File: src/hw/rtl/dllm_pkg.sv
// ----------------------------------------------------------------------------
// dllm_pkg
// Shared types and constants for the doubly linked list manager: request and
// result items, link words, the decoded command and the queue sizes.
// ----------------------------------------------------------------------------
package dllm_pkg;

  localparam int NODE_SLOTS = 256;
  localparam int LIST_COUNT = 4;
  localparam int SLOT_W     = $clog2(NODE_SLOTS);
  localparam int LIST_W     = $clog2(LIST_COUNT);
  localparam int COUNT_W    = $clog2(NODE_SLOTS + 1);
  localparam int LINK_W     = SLOT_W + 1;

  // command queue and result queue depth (power of two)
  localparam int QDEPTH = 2;
  localparam int QPTR_W = $clog2(QDEPTH);

  typedef enum logic [1:0] {
    REQ_APPEND     = 2'd0,
    REQ_INS_AFTER  = 2'd1,
    REQ_INS_BEFORE = 2'd2,
    REQ_REMOVE     = 2'd3
  } req_t;

  typedef struct packed {
    req_t       req_type;
    logic [1:0] list_id;
    logic [7:0] ref_node;
    logic [7:0] new_node;
  } request_t;

  typedef struct packed {
    logic [7:0] head_slot;
    logic [7:0] tail_slot;
    logic       list_empty;
    logic [8:0] element_count;
  } result_t;

  // link word: null flag beside the slot index
  typedef struct packed {
    logic              nul;
    logic [SLOT_W-1:0] slot;
  } link_t;

  localparam link_t LINK_NULL = '{nul: 1'b1, slot: '0};

  // decoded request handed from the front end to the execute side
  typedef struct packed {
    req_t              op;
    logic [LIST_W-1:0] list;
    logic [SLOT_W-1:0] ref_slot;
    logic [SLOT_W-1:0] new_slot;
  } cmd_t;

  typedef enum logic [2:0] {
    ST_IDLE = 3'b001,
    ST_WR1  = 3'b010,
    ST_WR2  = 3'b100
  } back_state_t;

  function automatic link_t to_link(input logic [SLOT_W-1:0] s);
    link_t l;
    l.nul  = 1'b0;
    l.slot = s;
    return l;
  endfunction

endpackage

File: src/hw/rtl/dllm_front.sv
// ----------------------------------------------------------------------------
// dllm_front
// Request front end: takes request transfers, decodes them into commands and
// buffers them in a short queue for the execute side.
// ----------------------------------------------------------------------------
module dllm_front import dllm_pkg::*; (
  input  logic     clk,
  input  logic     rst,
  input  logic     push,
  input  request_t request,
  output logic     full,
  output logic     cmd_valid,
  output cmd_t     cmd,
  input  logic     cmd_take
);

  cmd_t              q [QDEPTH];
  logic [QPTR_W-1:0] wptr;
  logic [QPTR_W-1:0] rptr;
  logic [QPTR_W:0]   count;
  logic              push_ok;
  cmd_t              decoded;

  assign push_ok   = push && !full;
  assign full      = (count == (QPTR_W+1)'(QDEPTH));
  assign cmd_valid = (count != '0);
  assign cmd       = q[rptr];

  always_comb begin
    decoded.op       = request.req_type;
    decoded.list     = request.list_id[LIST_W-1:0];
    decoded.ref_slot = request.ref_node[SLOT_W-1:0];
    decoded.new_slot = request.new_node[SLOT_W-1:0];
  end

  always_ff @(posedge clk) begin
    if (rst) begin
      wptr  <= '0;
      rptr  <= '0;
      count <= '0;
    end else begin
      if (push_ok) begin
        wptr <= wptr + 1'b1;
      end
      if (cmd_take) begin
        rptr <= rptr + 1'b1;
      end
      case ({push_ok, cmd_take})
        2'b10:   count <= count + 1'b1;
        2'b01:   count <= count - 1'b1;
        default: count <= count;
      endcase
    end
  end

  always_ff @(posedge clk) begin
    if (push_ok) begin
      q[wptr] <= decoded;
    end
  end

endmodule

File: config.mk
export PLATFORM = sky130hd
export DESIGN_NAME = dllm_front
export DESIGN_NICKNAME = d
export VERILOG_FILES = /design/src/hw/rtl/dllm_pkg.sv /design/src/hw/rtl/dllm_front.sv
export SDC_FILE = /design/constraint.sdc
export NUM_CORES = 1
export LEC_CHECK = 0
export BUFFER_PORTS_ARGS = -buffer_cell sky130_fd_sc_hd__buf_2
export CORE_ASPECT_RATIO = 0.75
export CORE_MARGIN = 2
export CORE_UTILIZATION = 45
export DETAILED_ROUTE_END_ITERATION = 10
export PLACE_DENSITY_LB_ADDON = 0.25
export SLEW_MARGIN = 20
export SYNTH_ARGS = -nofsm -noshare
export SYNTH_HDL_FRONTEND = slang
export SYNTH_SLANG_ARGS = --single-unit
File: constraint.sdc
create_clock -name clk -period 4.3 [get_ports clk]
set_input_delay 0.645 -clock clk [delete_from_list [all_inputs] [get_ports clk]]
set_output_delay 0.645 -clock clk [all_outputs]
set_load 0.05 [all_outputs]
==> flow_summary_export.csv <==
group,metric,value,unit
clock_network,cts_resized,0,
setup_path,slowest_stage,"dfxtp_1",
detailed_routing,ant_nets,0,
setup_path,worstPathCellList,"mux2_2, buf_2",
detailed_routing,viasPerCell,4.50,
logic_synthesis,ys_ff_latch,45,
clock_network,cts_tree,"built",
clock_network,cts_setup_buffers,0,
cells_and_area,area_delta_synth_final,21.8,%
timing,finClkSkew,0.0106,ns
clock_network,path_clk_slew,0.07,ns
setup_path,cp.arrival,1.81,ns
floorplan,die_width,74.0,microns
logic_synthesis,synthFlopType,"edfxtp_1",
floorplan,initial_core_util,0.461,
global_route,grt_pass1_wl,3830,microns
cells_and_area,nNetsFinal,162,
logic_synthesis,synth_area_leader_cell,"edfxtp_1",
clock_network,clkSinkCount,45,
detailed_routing,routed_wl,2500,microns
timing,whs,0.490,ns
global_route,grtUsageMet2,0.184,
logic_synthesis,synth_most_common_cell,"edfxtp_1",
timing,fin_crit_sh,0.571,
detailed_routing,vias,855,
pwr,vdd_drop_max,0.000248,V
timing,final.min_clock_period,2.46,ns
placement,finalWeightedCongestion,0.656,
timing,setup_tns,0,ns
logic_synthesis,synth_cell_types,17,
logic_synthesis,netlist_area,0.00166,sq mm
job,maxCapViolCount,0,
clock_network,cts_buffers,5,
detailed_routing,wl_per_cell,13.2,microns
floorplan,rows,19,
global_route,use_met3,0.0575,
logic_synthesis,yosysSeqAreaShare,0.786,
detailed_routing,first_pass_iters,2,
setup_path,max_stage_delay,0.89,ns
setup_path,crit_type,"register to output pin",
placement,post_dp_cell_area,0.00194,sq mm
clock_network,max-clock-path-buffers,2,
floorplan,die_y,56.5,microns
clock_network,hold_buffers,0,
global_route,grt-ovfl-total,0,
setup_path,ff2ff_setup_slack,2.39,ns
logic_synthesis,yosys.area.top_type_share,0.726,
pwr,cellPowerDensity,503,mW/mm^2
cells_and_area,design_area,0.00202,sq mm
detailed_routing,drt-initial-drc-count,49,
global_route,grt_max_degree,21,
pwr,p_leak,0.776,nW
cells_and_area,num-fill-cells,290,
logic_synthesis,async_reset_ff_frac,0,
logic_synthesis,synth_area_leaders,"edfxtp_1 (73%), mux2_2 (14%), dfxtp_1 (6.0%), xnor2_1 (1.1%), ha_1 (0.76%)",
setup_path,worstSetupEndpointType,"output pin",
timing,hold_violations,0,
global_route,grt.busiest_layer,"met2",
placement,dp_hpwl,1680,microns
clock_network,clkLatencyLatePin,0.29,ns
setup_path,path_delay_family,"flip-flops",
timing,fmaxAchievable,407,MHz
cells_and_area,antennaDiodeCount,0,
logic_synthesis,syn_area_per_cell,19.0,sq um
timing,report.final.setup_viol,0,
clock_network,cts_root_buffer,"clkbuf_8",
global_route,grt_use_met1,0.171,
clock_network,htreeDepth,2,
global_route,antenna_found_initial,0,
floorplan,dieArea,0.00418,sq mm
logic_synthesis,syn_nets,112,
setup_path,crit_buf_inv,1,
global_route,track_usage,0.130,
timing,drv_slew,0,
cells_and_area,final_util,0.562,
detailed_routing,drc,0,
timing,rsz0062_at_grt,"no",
floorplan,coreArea,0.00359,sq mm
setup_path,required,3.65,ns
placement,port_buffers,45,
setup_path,cp_max_fo,20,
logic_synthesis,synthCells,87,
timing,tightest_slew,0.910,ns
floorplan,io_pins,46,
global_route,grt_pass1_vias,854,
logic_synthesis,ys_top_cells_by_count,"edfxtp_1 (40), mux2_2 (20), dfxtp_1 (5)",
timing,slew-limit-headroom,0.393,
outcome,status,"finished clean",
cells_and_area,drive_gt1_frac,0.536,
setup_path,start_kind,"register",
worst_hold_path,hp-class,"register to register",
logic_synthesis,synth-edff-count,40,
logic_synthesis,yosysWarnings,0,
-- layout make-up --
cell class	instances	area, sq um	area share
tap	52	65.1	0.0323
sequential	45	1300	0.645
clock inverter	1	5.00	0.00248
clock buffer	7	76.3	0.0378
timing repair buffer	45	225	0.112
multi-input combinational	37	333	0.165
inverter	3	11.3	0.00558
-- flip-flops by register name (all words and copies together), names as in the netlist, named ones only --
name   cells
q         40
wptr       1
rptr       1
count      2
-- power breakdown --
group | total (W) | switching (W) | internal, W
sequential | 0.000542 | 0.0000190 | 0.000523
clock | 0.000242 | 0.000128 | 0.000114
combinational | 0.000230 | 0.000164 | 0.0000668
-- kinds of logic (layout without fill, tap and decap cells) --
group,Yosys count,after routing,synth area share
xor+xnor,3,3,0.0159
buf+inv,5,56,0.0128
fa+ha+maj,1,1,0.00756
simple gates,9,9,0.0295
compound gates,4,4,0.0121
flops,45,45,0.786
mux,20,20,0.136
-- final timing paths --
check / start / depth (start not counted) / endpoint
worst min register to register: wptr / 2 / wptr
worst min-delay path: wptr / 2 / wptr
worst max register to register: count[0] / 4 / q[0][5]
worst max-delay path: register / 2 / cmd[16]
-- layer usage --
layer | wire length (microns) | vias to the layer above | part of all wire
met5 | 0 | - | 0
met2 | 1140 | 27 | 0.45
met4 | 34 | 0 | 0.014
met1 | 1180 | 395 | 0.47
li1 | - | 428 | -
met3 | 153 | 5 | 0.061
-- cell usage in the layout, fill, tap and decap left out --
master and n:
ha_1 1, and3_1 1, mux2_2 20, nand2_1 1, or2_2 1, inv_2 1
buf_2 45, or3_1 2, clkbuf_8 5, dfxtp_1 5, clkbuf_1 2, xor2_1 1
clkinv_2 1, edfxtp_1 40, o21ai_0 2, xnor2_1 2, a21oi_1 2, nand2b_2 1
nor2_1 3, inv_1 2
-- stage by stage --
| stage | instances | power, W | setup slack [ns] |
|---|---|---|---|
| after floorplan | 87 | 0.000730 | 2.48 |
| after global placement | 182 | 0.000781 | 2.12 |
| after detailed placement | 182 | 0.000787 | 2.08 |
| after CTS | 190 | 0.00102 | 1.78 |
| after global routing | 190 | 0.00106 | 1.70 |
| final | 190 | 0.00101 | 1.84 |
-- tightest hold or removal path: cells and delay by family, from the launching register on --
| family | cells | cell delay (ns) |
|---|---|---|
| AOI/OAI and AO/OA | 2 | 0.14 |
| DFF | 1 | 0.31 |
Note: power is estimated with default switching activity, not from simulation.
